==> src/rtl/bhdc_pkg.sv <==
// shared types and codes for the button hold duration classifier
package bhdc_pkg;

    typedef enum logic [1:0] {
        CFG_ENABLED     = 2'd0,
        CFG_DEBOUNCE_MS = 2'd1,
        CFG_REBOOT_MS   = 2'd2,
        CFG_FACTORY_MS  = 2'd3
    } t_cfg_index;

    typedef enum logic [1:0] {
        ACT_NONE    = 2'd0,
        ACT_SHORT   = 2'd1,
        ACT_REBOOT  = 2'd2,
        ACT_FACTORY = 2'd3
    } t_action;

    typedef enum logic {
        OP_START  = 1'b0,
        OP_SAMPLE = 1'b1
    } t_operation;

    localparam int CFG_DATA_W  = 20;
    localparam int DEBOUNCE_W  = 16;
    localparam int HOLD_W      = 20;
    localparam int STAMP_W     = 32;

    localparam logic [DEBOUNCE_W-1:0] DEBOUNCE_RESET = 16'd50;
    localparam logic [HOLD_W-1:0]     REBOOT_RESET   = 20'd3000;
    localparam logic [HOLD_W-1:0]     FACTORY_RESET  = 20'd10000;

endpackage

==> src/rtl/button_hold_duration_classifier_core.sv <==
// button hold duration classifier: debounce, press timing and action report
// a request is held in the input register, then classified into the result register
// throughput: one request per cycle while the receiver does not stall, set by the single
// compare stage between the input register and the result register
// reset: synchronous active low, clears handshake state, press state and
// timestamps, and loads the register defaults (disabled, 50, 3000, 10000 ms)
module button_hold_duration_classifier_core #(
    parameter int TIME_WIDTH = 32
) (
    input  logic                                i_clk,
    input  logic                                i_rst_n,
    input  logic                                i_cfg_we,
    input  bhdc_pkg::t_cfg_index                i_cfg_index,
    input  logic [bhdc_pkg::CFG_DATA_W-1:0]     i_cfg_data,
    input  logic                                i_valid,
    output logic                                o_stall,
    input  logic                                i_operation,
    input  logic [bhdc_pkg::STAMP_W-1:0]        i_now_ms,
    input  logic                                i_level,
    output logic                                o_valid,
    input  logic                                i_stall,
    output bhdc_pkg::t_action                   o_action,
    output logic [bhdc_pkg::STAMP_W-1:0]        o_held_ms
);
    import bhdc_pkg::*;

    localparam int CMP_W = (TIME_WIDTH > HOLD_W) ? TIME_WIDTH : HOLD_W;

    logic                    r_enabled;
    logic [DEBOUNCE_W-1:0]   r_debounce_ms;
    logic [HOLD_W-1:0]       r_reboot_ms;
    logic [HOLD_W-1:0]       r_factory_ms;

    logic                    r_s1_valid;
    logic                    r_s1_op;
    logic [TIME_WIDTH-1:0]   r_s1_now;
    logic                    r_s1_lvl;

    logic                    r_raw_level;
    logic                    r_stable_level;
    logic                    r_press_active;
    logic                    r_action_done;
    logic [TIME_WIDTH-1:0]   r_press_start;
    logic [TIME_WIDTH-1:0]   r_last_change;

    logic                    r_out_valid;
    t_action                 r_action;
    logic [STAMP_W-1:0]      r_held_ms;

    logic                    n_raw_level;
    logic                    n_stable_level;
    logic                    n_press_active;
    logic                    n_action_done;
    logic [TIME_WIDTH-1:0]   n_press_start;
    logic [TIME_WIDTH-1:0]   n_last_change;
    t_action                 n_action;
    logic [TIME_WIDTH-1:0]   n_held;

    logic                    advance;
    logic                    s1_fire;
    logic                    in_fire;
    logic [TIME_WIDTH-1:0]   since_change;
    logic [TIME_WIDTH-1:0]   since_press;
    logic                    debounced;
    logic                    over_factory;
    logic                    over_reboot;

    assign advance = !r_out_valid || !i_stall;
    assign s1_fire = r_s1_valid && advance;
    assign o_stall = r_s1_valid && !advance;
    assign in_fire = i_valid && !o_stall;

    assign since_change = r_s1_now - r_last_change;
    assign since_press  = r_s1_now - r_press_start;
    assign debounced    = CMP_W'(since_change) >= CMP_W'(r_debounce_ms);
    assign over_factory = CMP_W'(since_press) >= CMP_W'(r_factory_ms);
    assign over_reboot  = CMP_W'(since_press) >= CMP_W'(r_reboot_ms);

    always_comb begin
        n_raw_level    = r_raw_level;
        n_stable_level = r_stable_level;
        n_press_active = r_press_active;
        n_action_done  = r_action_done;
        n_press_start  = r_press_start;
        n_last_change  = r_last_change;
        n_action       = ACT_NONE;
        n_held         = '0;
        if (r_s1_op == OP_START) begin
            n_raw_level    = r_s1_lvl;
            n_stable_level = r_s1_lvl;
            n_last_change  = r_s1_now;
            if (!r_s1_lvl) begin
                n_press_active = 1'b1;
                n_press_start  = r_s1_now;
            end
        end else if (r_enabled) begin
            if (r_s1_lvl != r_raw_level) begin
                n_raw_level   = r_s1_lvl;
                n_last_change = r_s1_now;
            end else if (debounced) begin
                if (r_s1_lvl == r_stable_level) begin
                    // factory reset reported once while still held
                    if (r_press_active && !r_action_done && over_factory) begin
                        n_action_done = 1'b1;
                        n_action      = ACT_FACTORY;
                    end
                end else begin
                    if (!r_s1_lvl) begin
                        n_press_active = 1'b1;
                        n_action_done  = 1'b0;
                        n_press_start  = r_s1_now;
                    end else if (r_press_active) begin
                        n_press_active = 1'b0;
                        n_held         = since_press;
                        if (r_action_done) begin
                            n_action = ACT_NONE;
                        end else if (over_factory) begin
                            n_action = ACT_FACTORY;
                        end else if (over_reboot) begin
                            n_action = ACT_REBOOT;
                        end else begin
                            n_action = ACT_SHORT;
                        end
                    end
                    n_stable_level = r_s1_lvl;
                end
            end
        end
    end

    always_ff @(posedge i_clk) begin
        if (!i_rst_n) begin
            r_enabled     <= 1'b0;
            r_debounce_ms <= DEBOUNCE_RESET;
            r_reboot_ms   <= REBOOT_RESET;
            r_factory_ms  <= FACTORY_RESET;
        end else if (i_cfg_we) begin
            unique case (i_cfg_index)
                CFG_ENABLED:     r_enabled     <= i_cfg_data[0];
                CFG_DEBOUNCE_MS: r_debounce_ms <= i_cfg_data[DEBOUNCE_W-1:0];
                CFG_REBOOT_MS:   r_reboot_ms   <= i_cfg_data;
                CFG_FACTORY_MS:  r_factory_ms  <= i_cfg_data;
                default:         r_enabled     <= r_enabled;
            endcase
        end
    end

    always_ff @(posedge i_clk) begin
        if (!i_rst_n) begin
            r_s1_valid <= 1'b0;
        end else if (in_fire) begin
            r_s1_valid <= 1'b1;
        end else if (s1_fire) begin
            r_s1_valid <= 1'b0;
        end
    end

    always_ff @(posedge i_clk) begin
        if (in_fire) begin
            r_s1_op  <= i_operation;
            r_s1_now <= TIME_WIDTH'(i_now_ms);
            r_s1_lvl <= i_level;
        end
    end

    always_ff @(posedge i_clk) begin
        if (!i_rst_n) begin
            r_raw_level    <= 1'b1;
            r_stable_level <= 1'b1;
            r_press_active <= 1'b0;
            r_action_done  <= 1'b0;
            r_press_start  <= '0;
            r_last_change  <= '0;
        end else if (s1_fire) begin
            r_raw_level    <= n_raw_level;
            r_stable_level <= n_stable_level;
            r_press_active <= n_press_active;
            r_action_done  <= n_action_done;
            r_press_start  <= n_press_start;
            r_last_change  <= n_last_change;
        end
    end

    always_ff @(posedge i_clk) begin
        if (!i_rst_n) begin
            r_out_valid <= 1'b0;
        end else if (s1_fire) begin
            r_out_valid <= 1'b1;
        end else if (!i_stall) begin
            r_out_valid <= 1'b0;
        end
    end

    always_ff @(posedge i_clk) begin
        if (s1_fire) begin
            r_action  <= n_action;
            r_held_ms <= STAMP_W'(n_held);
        end
    end

    assign o_valid   = r_out_valid;
    assign o_action  = r_action;
    assign o_held_ms = r_held_ms;

`ifndef SYNTH
    a_release_needs_request: assert property (@(posedge i_clk) disable iff (!i_rst_n)
        $fell(r_press_active) |-> $past(s1_fire))
        else $error("press ended without a request in flight");

    a_stall_means_occupied: assert property (@(posedge i_clk) disable iff (!i_rst_n)
        o_stall |-> r_s1_valid && r_out_valid)
        else $error("input stalled with room downstream");

    a_no_overwrite: assert property (@(posedge i_clk) disable iff (!i_rst_n)
        r_out_valid && i_stall |-> !s1_fire)
        else $error("result overwritten while stalled");

    a_held_after_release: assert property (@(posedge i_clk) disable iff (!i_rst_n)
        r_out_valid && r_held_ms != '0 |-> !r_press_active)
        else $error("hold time reported while press still active");
`endif

endmodule

==> config.mk <==
export PLATFORM = sky130hd
export DESIGN_NAME = button_hold_duration_classifier_core
export DESIGN_NICKNAME = d
export VERILOG_FILES = /design/src/rtl/bhdc_pkg.sv /design/src/rtl/button_hold_duration_classifier_core.sv
export SDC_FILE = /design/constraint.sdc
export NUM_CORES = 1
export LEC_CHECK = 0
export BUFFER_PORTS_ARGS = -buffer_cell sky130_fd_sc_hd__buf_2
export CELL_PAD_IN_SITES_DETAIL_PLACEMENT = 1
export CELL_PAD_IN_SITES_GLOBAL_PLACEMENT = 1
export CORE_MARGIN = 8
export CORE_UTILIZATION = 30
export CTS_CLUSTER_SIZE = 8
export DETAILED_ROUTE_END_ITERATION = 12
export GPL_TIMING_DRIVEN = 1
export HOLD_SLACK_MARGIN = 0.03
export PLACE_DENSITY = 0.65
export RECOVER_POWER = 100
export SLEW_MARGIN = 25
export SYNTH_ARGS = -nofsm -noshare
export SYNTH_HDL_FRONTEND = slang
export SYNTH_SLANG_ARGS = --single-unit
==> constraint.sdc <==
create_clock -name i_clk -period 6.5 [get_ports i_clk]
set_clock_uncertainty 0.2 [all_clocks]
set_input_delay 1.3 -clock i_clk [delete_from_list [all_inputs] [get_ports i_clk]]
set_output_delay 1.3 -clock i_clk [all_outputs]
set_load 0.01 [all_outputs]
==> key figures, run 1 <==
Power
  – Leak: roughly 5.1 nW
  – Proportion of power drawn by combinational gates: a little over a fifth
  – IR drop worst, VDD: 163 uV
  – Fraction of power consumed by the clock network: around 36%
  – Switching share of power: 33.0%
  – Cell-internal power: around 0.0021 W
  – Pwr Total: around 0.0031 W
  – Power density over the cells: about 230 nW/um2
  – Power spent charging and discharging nets: between 0.001 and 0.0015 W
  – Portion of total power attributed to sequential cells: between 40% and 50%

STA
  – Worst hold-check slack: between 0.2 and 0.3 ns
  – Final Slew Violations: approximately 220
  – TNS Setup: 0 ns
  – Slew Limit Headroom: -83.6%
  – Final Cycle Share: around nine tenths
  – Transition time at the pin with the least slew margin: 2.75 ns
  – Fmax achieved: 169 MHz
  – Unrepaired setup endpoints after global routing: no
  – Count of endpoints failing setup in the final report: 0
  – Min Tclk post-route: about 6 ns
  – Total count of hold-check failures in the final report: 0

Synth
  – Synthesized net count: 1614
  – Post-Synthesis Cell Area: about 12000 um2
  – Register bit count reported by yosys: a little under 200
  – Post-synth top flop: sky130_fd_sc_hd__dfxtp_1
  – Largest cells by area after synthesis: sky130_fd_sc_hd__dfxtp_1 (21%), sky130_fd_sc_hd__edfxtp_1 (17%), sky130_fd_sc_hd__ha_1 (12%)
  – Post-synth EDFFs: a little under 70
  – Mean area per synthesized cell: roughly 8.5 um2
  – Distinct cell type count after synthesis: between 60 and 70
  – Yosys warnings: 0
  – Post-Syn Instances: around 1400
  – Leading area contributor after synthesis: sky130_fd_sc_hd__dfxtp_1
  – Seq/Total Area, Yosys: approximately 38%
  – Share of the synthesized area in the top cell type: 21.0%
  – FFs w/ async S/R, synth: 0%

Route
  – Total iterations of the first detailed-routing run: 4
  – Drt via density: ~5
  – Via count of the routed design: just over 10000
  – Remaining antenna violation count after routing: 0
  – Post-Route WL: 37000 um
  – Initial DRC count: 494
  – Post-DR wirelength/cell: around 18 um
  – Total DRC errors in the routed layout: 0

Critical path
  – Cell with the largest stage delay on the worst path: sky130_fd_sc_hd__or4_1
  – Worst Path Arrival: about 6.1 ns
  – Worst r2r src: r_s1_now[6]
  – Chain of cells forming the critical path: ha_1, a21oi_1, nand2_1, o21ai_0, nand2_1, nand3_1, nand2_1, a21o_1, a21oi_1, xnor2_1, ha_1, a21o_1, a21o_1, a21oi_1, o31ai_1, or4_1, or4_1, or4_1, a31o_2, buf_12, nand3_1, o21ai_0
  – CP startpoint kind: flip-flop
  – Worst R2R Path Depth: 22
  – Crit Reg-Reg Endpoint: r_press_start[30]
  – Critical Path End Type: flip-flop
  – Largest fanout on the critical path: 38
  – Required time at the worst-slack endpoint: around 6.6 ns
  – Biggest cell delay along the critical path: between 0.5 and 0.6 ns
  – Worst-case register-to-register setup slack: ~0.58 ns
  – Start-to-end type of the worst setup path: flip-flop to flip-flop

Finish
  – Post-route core utilization: 34.1%
  – Antenna cell count: 0
  – Share of layout cells above drive strength 1: under 10%
  – Most common cell after layout, fill and taps aside: sky130_fd_sc_hd__nand2_1
  – Area added between synthesis and finish: 12.1%
  – Filler-free cell count of the finished design: about 2000
  – Final #Nets: around 1700
  – Most frequent cells in the layout: sky130_fd_sc_hd__nand2_1 (250), sky130_fd_sc_hd__inv_1 (134), sky130_fd_sc_hd__dfxtp_1 (127)

Clocking
  – Post-cts repair resize count: 0
  – CTS Buf Count: 17
  – Maximum clock path buffer count: 2
  – Count of hold buffers inserted by post-cts repair: 0
  – Total number of clock tree sinks: around 200
  – Max H-tree Level: 4
  – Buffers inserted by post-CTS timing repair: 0
  – Clock Root Buffer: sky130_fd_sc_hd__clkbuf_16
  – Clock latency of the later-clocked register in the worst-skew pair: approximately 0.47 ns
  – Clock slew at reported path FFs: ~0.09 ns
  – TritonCTS clock tree: done

GRT
  – Vias in the first global route: roughly 11000
  – GRT overflow: 0
  – Number of antenna violations at the first check in global routing: 0
  – Maximum number of pins on one net before global-route repair: between 60 and 70
  – First-pass GRT wire length: 58700 um
  – Global-route total usage across every layer: between 10% and 20%

Run status
  – Outcome: finished with violations
  – Violations in the final reports: capacitance limit, slew limit

Hold path
  – Hold path start: r_press_start[11]
  – Tightest Hold Check Type: flip-flop to flip-flop
  – Instance count along the most critical hold path: 2
  – Endpoint of the worst hold-timing path: r_press_start[11]

Placed design
  – Placer congestion estimate: around 0.87
  – Number of placed cells counting well taps: 1995
  – Buffers on Ports: 96
  – Sum of net half-perimeters after detailed placement: 28700 um

Floorplanning
  – Total die area: between 40000 and 50000 um2
  – Count of standard-cell rows: 73
  – Number of top-level pins: 97
  – Core area: 39800 um2
  – Starting density of the core: a little under a third
  – DIE HEIGHT: 217 um
  – Die Wd: between 200 and 250 um

Flow run
  – Count of max-cap constraint violations: 5
==> how the worst max path moves through the flow <==
stage,start,to,slack [ns]
after CTS,r_s1_now[6],o_held_ms[21],0.65
final,r_s1_now[6],r_press_start[30],0.58
after global placement,r_s1_now[6],r_press_start[30],0.83
after detailed placement,r_s1_now[6],o_held_ms[5],0.69
after global routing,r_s1_now[6],r_press_start[30],0.19
after floorplan,r_s1_now[6],r_press_start[10],1.39
==> registers in the layout (all words and copies together) (netlist names), 2 cells and up <==
register	flops
r_press_start	32
r_s1_now	32
r_reboot_ms	20
r_factory_ms	20
o_held_ms	32
r_last_change	32
o_action	2
r_debounce_ms	16
==> synth_stat cells, types with 5 or more instances <==
cell	n
sky130_fd_sc_hd__nand2_1	250
sky130_fd_sc_hd__inv_1	134
sky130_fd_sc_hd__dfxtp_1	127
sky130_fd_sc_hd__ha_1	119
sky130_fd_sc_hd__a21oi_1	81
sky130_fd_sc_hd__a21boi_0	76
sky130_fd_sc_hd__edfxtp_1	68
sky130_fd_sc_hd__clkbuf_1	59
sky130_fd_sc_hd__nor2_1	56
sky130_fd_sc_hd__nand3_1	47
sky130_fd_sc_hd__o21ai_0	47
sky130_fd_sc_hd__xnor2_1	35
sky130_fd_sc_hd__o211ai_1	34
sky130_fd_sc_hd__a21o_1	31
sky130_fd_sc_hd__o21ai_1	30
sky130_fd_sc_hd__and3_1	29
sky130_fd_sc_hd__xor2_1	23
sky130_fd_sc_hd__nand4_1	18
sky130_fd_sc_hd__nor3_1	17
sky130_fd_sc_hd__nand2b_1	16
sky130_fd_sc_hd__nor2b_1	11
sky130_fd_sc_hd__o31ai_1	9
sky130_fd_sc_hd__o21a_1	8
sky130_fd_sc_hd__o21bai_1	8
sky130_fd_sc_hd__a31oi_1	7
sky130_fd_sc_hd__buf_6	6
sky130_fd_sc_hd__a211oi_1	5
sky130_fd_sc_hd__a41oi_1	5
sky130_fd_sc_hd__and2_1	5
==> worst max-delay path, delay by kind of cell (launching register included) <==
kind | cells | cell delay, ns
xor gates and xnor gates | 1 | 0.14
DFF | 1 | 0.47
and+or+nand+nor | 8 | 1.95
adders and majority gates | 2 | 0.66
buffers and inverters | 1 | 0.25
AOI/OAI and AO/OA | 10 | 2.09
==> cell type report <==
cell class,instances,area (um2)
inverters,134,503
well taps,525,657
clock inverters,15,174
clock buffers,17,425
repair buffers,108,512
fillers,4784,26300
multi-input cells,1033,6710
flip-flops and latches,195,4580
==> cell families after synthesis <==
| kind of cell | share of synthesized area [%] |
|---|---|
| adder cells (fa/ha/maj) | 12.6 |
| XOR/XNOR | 4.20 |
| buffers and inverters | 6.71 |
| multiplexers | 0.331 |
| flip-flops | 37.9 |
| AND/OR/NAND/NOR | 17.6 |
| AO/OA/AOI/OAI | 20.6 |
==> per-layer routing <==
layer  wire [um]  track usage [%]
met5           0                0
met3        1060             2.43
met4         665             4.69
met1       17700             20.3
met2       17600             26.4
==> power groups by stage <==
stage,combinational (W),sequential [W],clock (W)
after floorplan,0.000450,0.00136,0
after global placement,0.000637,0.00137,0
after detailed placement,0.000660,0.00138,0
after CTS,0.000665,0.00135,0.00115
after global routing,0.000733,0.00135,0.00119
final,0.000653,0.00135,0.00111
==> stage by stage <==
stage	cell area (um2)	worst slack [ns]
2_1_floorplan	12100	1.39
3_3_place_gp	13000	0.832
3_5_place_dp	13100	0.692
4_1_cts	13700	0.647
5_1_grt	13600	0.185
6_report	13600	0.583
Note: power is estimated with default switching activity, not from simulation.
==> run 2: changes to the inputs <==
Settings changed: CORE_MARGIN 8 to default.
==> key figures, run 2 (synthesized netlist as in run 1, its figures left out) <==
Clocking
  – Buffers inserted by post-CTS timing repair: 0 (unchanged)
  – Max H-tree Level: 4 (unchanged)
  – Post-cts repair resize count: 0 (unchanged)
  – TritonCTS clock tree: done (unchanged)
  – Clock slew at reported path FFs: 0.08 ns (was 0.09 ns)
  – Maximum clock path buffer count: 2 (unchanged)
  – CTS Buf Count: 17 (unchanged)
  – Clock Root Buffer: sky130_fd_sc_hd__clkbuf_16 (unchanged)
  – Total number of clock tree sinks: 195 (unchanged)
  – Count of hold buffers inserted by post-cts repair: 0 (unchanged)
  – Clock latency of the later-clocked register in the worst-skew pair: 0.47 ns (about the same)

Power
  – Leak: 5.08 nW (was 5.10 nW)
  – Cell-internal power: 0.00210 W (was 0.00209 W)
  – Proportion of power drawn by combinational gates: 21.1% (was 21.0%)
  – Switching share of power: 31.4% (was 33.0%)
  – Pwr Total: 0.00307 W (was 0.00311 W)
  – IR drop worst, VDD: 208 uV (was 163 uV)
  – Fraction of power consumed by the clock network: 34.9% (was 35.8%)
  – Power density over the cells: 226 nW/um2 (was 230 nW/um2)
  – Power spent charging and discharging nets: 0.000964 W (was 0.00103 W)
  – Portion of total power attributed to sequential cells: 44.0% (was 43.3%)

STA
  – Count of endpoints failing setup in the final report: 0 (unchanged)
  – Final Cycle Share: 91.9% (was 91.0%)
  – Total count of hold-check failures in the final report: 0 (unchanged)
  – Unrepaired setup endpoints after global routing: no (unchanged)
  – Min Tclk post-route: 5.97 ns (was 5.92 ns)
  – Fmax achieved: 167 MHz (was 169 MHz)
  – Transition time at the pin with the least slew margin: 3.45 ns (was 2.75 ns)
  – Final Slew Violations: 192 (was 219)
  – TNS Setup: 0 ns (unchanged)
  – Slew Limit Headroom: -130% (was -83.6%)

Route
  – Post-DR wirelength/cell: 17.8 um (was 18.2 um)
  – Initial DRC count: 513 (was 494)
  – Remaining antenna violation count after routing: 0 (unchanged)
  – Via count of the routed design: 10300 (about the same)
  – Post-Route WL: 36000 um (was 37000 um)
  – Total DRC errors in the routed layout: 0 (unchanged)
  – Total iterations of the first detailed-routing run: 5 (was 4)
  – Drt via density: 5.11 (was 5.10)

Placed design
  – Sum of net half-perimeters after detailed placement: 28100 um (was 28700 um)
  – Placer congestion estimate: 0.832 (was 0.868)
  – Placement Cell Area: 13000 um2 (was 13100 um2)
  – Buffers on Ports: 96 (unchanged)

Critical path
  – Cell with the largest stage delay on the worst path: sky130_fd_sc_hd__or4_1 (unchanged)
  – Library cell appearing most often on the critical path: sky130_fd_sc_hd__nand2_1
  – Largest fanout on the critical path: 24 (was 38)
  – Biggest cell delay along the critical path: 0.52 ns (was 0.53 ns)
  – Start-to-end type of the worst setup path: flip-flop to flip-flop (unchanged)
  – Required time at the worst-slack endpoint: 6.50 ns (was 6.64 ns)
  – Critical Path End Type: flip-flop (unchanged)
  – Worst Path Arrival: 5.97 ns (was 6.06 ns)
  – CP startpoint kind: flip-flop (unchanged)
  – Chain of cells forming the critical path: ha_1, a21oi_1, nand2_1, o21ai_0, nand2_1, nand3_1, nand2_1, a21o_1, a21oi_1, xnor2_1, ha_1, a21o_1, a21o_1, a21oi_1, o31ai_1, or4_1, or4_1, or4_1, buf_4, nand2_1, nor3_1 (was ha_1, a21oi_1, nand2_1, o21ai_0, nand2_1, nand3_1, nand2_1, a21o_1, a21oi_1, xnor2_1, ha_1, a21o_1, a21o_1, a21oi_1, o31ai_1, or4_1, or4_1, or4_1, a31o_2, buf_12, nand3_1, o21ai_0)

Floorplanning
  – Count of standard-cell rows: 73 (unchanged)
  – Number of top-level pins: 97 (unchanged)
  – Starting density of the core: 30.5% (was 30.4%)
  – Total die area: 41200 um2 (was 47000 um2)
  – Core area: 39700 um2 (was 39800 um2)
  – DIE HEIGHT: 203 um (was 217 um)
  – Die Wd: 203 um (was 217 um)

GRT
  – Global-route total usage across every layer: 17.8% (was 15.6%)
  – Number of antenna violations at the first check in global routing: 0 (unchanged)
  – Maximum number of pins on one net before global-route repair: 81 (was 64)
  – First-pass GRT wire length: 57300 um (was 58700 um)
  – GRT overflow: 0 (unchanged)
  – Vias in the first global route: 10700 (was 10800)

Finish
  – Antenna cell count: 0 (unchanged)
  – Most frequent cells in the layout: sky130_fd_sc_hd__nand2_1 (250), sky130_fd_sc_hd__inv_1 (134), sky130_fd_sc_hd__dfxtp_1 (127) (unchanged)
  – Final #Nets: 1670 (was 1671)
  – Share of layout cells above drive strength 1: 6.73% (was 6.66%)
  – Most common cell after layout, fill and taps aside: sky130_fd_sc_hd__nand2_1 (unchanged)
  – Cell area after layout: 13600 um2 (about the same)
  – Area added between synthesis and finish: 12.0% (was 12.1%)

Flow run
  – Count of max-cap constraint violations: 4 (was 5)

Run status
  – Violations in the final reports: capacitance limit, slew limit (unchanged)
  – Outcome: finished with violations (unchanged)

Hold path
  – Tightest Hold Check Type: flip-flop to flip-flop (unchanged)
run 2: path summary, 6_finish.rpt:
| kind | startpoint | to | slack, ns | cells past startpoint |
|---|---|---|---|---|
| hold / removal | r_press_start[3] | r_press_start[3] | 0.25 | 2 |
| setup / recovery | r_s1_now[6] | o_held_ms[5] | 0.53 | 21 |
| setup reg to reg | r_s1_now[6] | o_held_ms[5] | 0.53 | 21 |
| hold reg to reg | r_press_start[3] | r_press_start[3] | 0.25 | 2 |
run 2: per-layer routing:
layer	vias to the layer above	global-route usage, %	wire, um
met3	48	2.83	1060
li1	5110	-	-
met2	152	30.5	17100
met5	-	0	0
met4	0	6.39	827
met1	5035	22.7	17000
run 2: final cells by class:
class,instances,area (um2)
repair buffers,107,508
well taps,525,657
clock buffers,18,429
clock inverters,14,148
flip-flops and latches,195,4580
inverters,134,503
fillers,4731,26200
multi-input cells,1033,6720
run 2: worst max-delay path: cells and delay by family, from the launching register on:
family | cells | cell delay (ns)
buf+inv | 1 | 0.25
compound gates | 8 | 1.56
flops | 1 | 0.45
simple gates | 9 | 2.38
xor+xnor | 1 | 0.15
fa+ha+maj | 2 | 0.67
run 2: power by group through the flow:
stage	Clock, W	Sequential (W)	Combinational (W)
after floorplan	0	0.00136	0.000450
after global placement	0	0.00137	0.000633
after detailed placement	0	0.00138	0.000650
after CTS	0.00111	0.00135	0.000654
after global routing	0.00115	0.00136	0.000728
final	0.00107	0.00135	0.000647
run 2: per-stage QoR:
step                      setup slack [ns]  hold slack, ns  util [%]  instances
after floorplan                       1.39           0.228         -       1432
after global placement               0.852           0.236      32.8       1993
after detailed placement             0.571           0.243      32.8       1993
after CTS                            0.539           0.254      34.3       2025
after global routing                 0.187           0.266      34.1       2026
final                                0.530           0.252      34.1       2026
==> run 3: changes to the inputs <==
Clock period 6.5 ns to 7.1 ns, I/O delays scaled along.
==> key figures, run 3 (synthesized netlist as in run 1, its figures left out) <==
Run status
  – Outcome: finished with violations (unchanged)
  – Violations in the final reports: capacitance limit, slew limit (unchanged)

STA
  – Slew Limit Headroom: -203% (was -130%)
  – Worst path setup slack after routing: 0.976 ns (was 0.530 ns)
  – Unrepaired setup endpoints after global routing: no (unchanged)
  – Final Cycle Share: 86.3% (was 91.9%)
  – Fmax achieved: 163 MHz (was 167 MHz)
  – Total count of hold-check failures in the final report: 0 (unchanged)
  – Transition time at the pin with the least slew margin: 4.55 ns (was 3.45 ns)
  – Final Slew Violations: 145 (was 192)
  – Min Tclk post-route: 6.12 ns (was 5.97 ns)
  – TNS Setup: 0 ns (unchanged)
  – Count of endpoints failing setup in the final report: 0 (unchanged)

Power
  – Pwr Total: 0.00285 W (was 0.00307 W)
  – Power density over the cells: 210 nW/um2 (was 226 nW/um2)
  – Leak: 5.09 nW (was 5.08 nW)
  – IR drop worst, VDD: 180 uV (was 208 uV)

Critical path
  – Required time at the worst-slack endpoint: 7.23 ns (was 6.50 ns)
  – Worst Path Arrival: 6.25 ns (was 5.97 ns)
  – Start-to-end type of the worst setup path: flip-flop to flip-flop (unchanged)
  – Critical Path End Type: flip-flop (unchanged)
  – Worst-case register-to-register setup slack: 0.98 ns (was 0.53 ns)
  – Largest fanout on the critical path: 65 (was 24)
  – CP startpoint kind: flip-flop (unchanged)

Route
  – Post-DR wirelength/cell: 17.6 um (was 17.8 um)
  – Initial DRC count: 547 (was 513)
  – Total iterations of the first detailed-routing run: 5 (unchanged)
  – Drt via density: 5.08 (was 5.11)
  – Remaining antenna violation count after routing: 0 (unchanged)
  – Post-Route WL: 35700 um (was 36000 um)
  – Total DRC errors in the routed layout: 0 (unchanged)
  – Via count of the routed design: 10300 (about the same)

Clocking
  – Maximum clock path buffer count: 2 (unchanged)
  – Post-cts repair resize count: 0 (unchanged)
  – CTS Buf Count: 17 (unchanged)
  – Buffers inserted by post-CTS timing repair: 0 (unchanged)
  – TritonCTS clock tree: done (unchanged)
  – Clock Root Buffer: sky130_fd_sc_hd__clkbuf_16 (unchanged)
  – Count of hold buffers inserted by post-cts repair: 0 (unchanged)
  – Total number of clock tree sinks: 195 (unchanged)
  – Clock slew at reported path FFs: 0.08 ns (about the same)
  – Max H-tree Level: 4 (unchanged)
  – Clock latency of the later-clocked register in the worst-skew pair: 0.47 ns (about the same)

GRT
  – Number of antenna violations at the first check in global routing: 0 (unchanged)
  – GRT overflow: 0 (unchanged)
  – Maximum number of pins on one net before global-route repair: 109 (was 81)
  – First-pass GRT wire length: 57000 um (was 57300 um)
  – Global-route total usage across every layer: 17.7% (was 17.8%)
  – Vias in the first global route: 10500 (was 10700)

Placed design
  – Placer congestion estimate: 0.854 (was 0.832)
  – Buffers on Ports: 96 (unchanged)
  – Sum of net half-perimeters after detailed placement: 27400 um (was 28100 um)
  – Dpl ws: 1.10 ns (was 0.571 ns)

Finish
  – Final #Nets: 1667 (was 1670)
  – Most common cell after layout, fill and taps aside: sky130_fd_sc_hd__nand2_1 (unchanged)
  – Share of layout cells above drive strength 1: 6.61% (was 6.73%)
  – Most frequent cells in the layout: sky130_fd_sc_hd__nand2_1 (250), sky130_fd_sc_hd__inv_1 (134), sky130_fd_sc_hd__dfxtp_1 (127) (unchanged)
  – Antenna cell count: 0 (unchanged)
  – Area added between synthesis and finish: 12.2% (was 12.0%)

Flow run
  – Count of max-cap constraint violations: 2 (was 4)

Floorplanning
  – Number of top-level pins: 97 (unchanged)
  – Total die area: 41200 um2 (unchanged)
  – Count of standard-cell rows: 73 (unchanged)
  – DIE HEIGHT: 203 um (unchanged)
  – Core area: 39700 um2 (unchanged)
  – Starting density of the core: 30.5% (unchanged)
  – Die Wd: 203 um (unchanged)

Hold path
  – Tightest Hold Check Type: flip-flop to flip-flop (unchanged)
[run 3: changes by cell type in the layout (fill, tap and decap cells not counted), sizes merged]
cell      before  now
clkinvlp       3    0
inv          140  141
clkbuf        64   67
clkinv         4    7
bufinv         1    0
buf           61   55
[run 3: area by class of cell]
type                       count  area [um2]
multi-input combinational   1033        6730
fill                        4761       26200
clock inverter                14         180
clock buffer                  18         450
tap                          525         657
sequential                   195        4580
inverter                     134         503
timing repair buffer         104         473
[run 3: path summary, 6_finish.rpt]
path                                         from                 to  cells past startpoint
worst min register to register  r_press_start[30]  r_press_start[30]                      2
worst max register to register        r_s1_now[6]   r_press_start[6]                     22
worst min-delay path            r_press_start[30]  r_press_start[30]                      2
worst max-delay path                  r_s1_now[6]   r_press_start[6]                     22
[run 3: power by group]
| part | internal (W) | total [W] | switching, W |
|---|---|---|---|
| sequential | 0.00120 | 0.00123 | 0.0000351 |
| clock | 0.000501 | 0.00103 | 0.000529 |
| combinational | 0.000230 | 0.000591 | 0.000361 |
[run 3: worst max-delay path, stage by stage, from the launching register on]
cell and delay (ns):
sky130_fd_sc_hd__edfxtp_1 0.46, sky130_fd_sc_hd__ha_1 0.40, sky130_fd_sc_hd__a21oi_1 0.28, sky130_fd_sc_hd__nand2_1 0.07, sky130_fd_sc_hd__o21ai_0 0.37, sky130_fd_sc_hd__nand2_1 0.15, sky130_fd_sc_hd__nand3_1 0.11, sky130_fd_sc_hd__nand2_1 0.09
sky130_fd_sc_hd__a21o_1 0.19, sky130_fd_sc_hd__a21oi_1 0.21, sky130_fd_sc_hd__xnor2_1 0.17, sky130_fd_sc_hd__ha_1 0.28, sky130_fd_sc_hd__a21o_1 0.19, sky130_fd_sc_hd__a21o_1 0.18, sky130_fd_sc_hd__a21oi_1 0.15, sky130_fd_sc_hd__o31ai_1 0.11
sky130_fd_sc_hd__or4_1 0.51, sky130_fd_sc_hd__or4_1 0.45, sky130_fd_sc_hd__or4_1 0.41, sky130_fd_sc_hd__buf_4 0.24, sky130_fd_sc_hd__a31o_4 0.44, sky130_fd_sc_hd__nand3_1 0.17, sky130_fd_sc_hd__o21ai_0 0.14
[run 3: routing by layer]
layer / track usage, % / routed length, um
met1: 23.2 / 16800
met4: 6.58 / 874
met5: 0 / 0
met3: 2.44 / 1050
met2: 29.7 / 16900
[run 3: per-stage QoR]
stage	util, %	hold slack (ns)	instance area [um2]	cells
floorplan	-	0.228	12100	1432
global placement	32.7	0.236	13000	1990
detailed placement	32.8	0.240	13000	1990
CTS	34.3	0.252	13600	2022
global route	34.2	0.275	13600	2023
finish	34.2	0.258	13600	2023
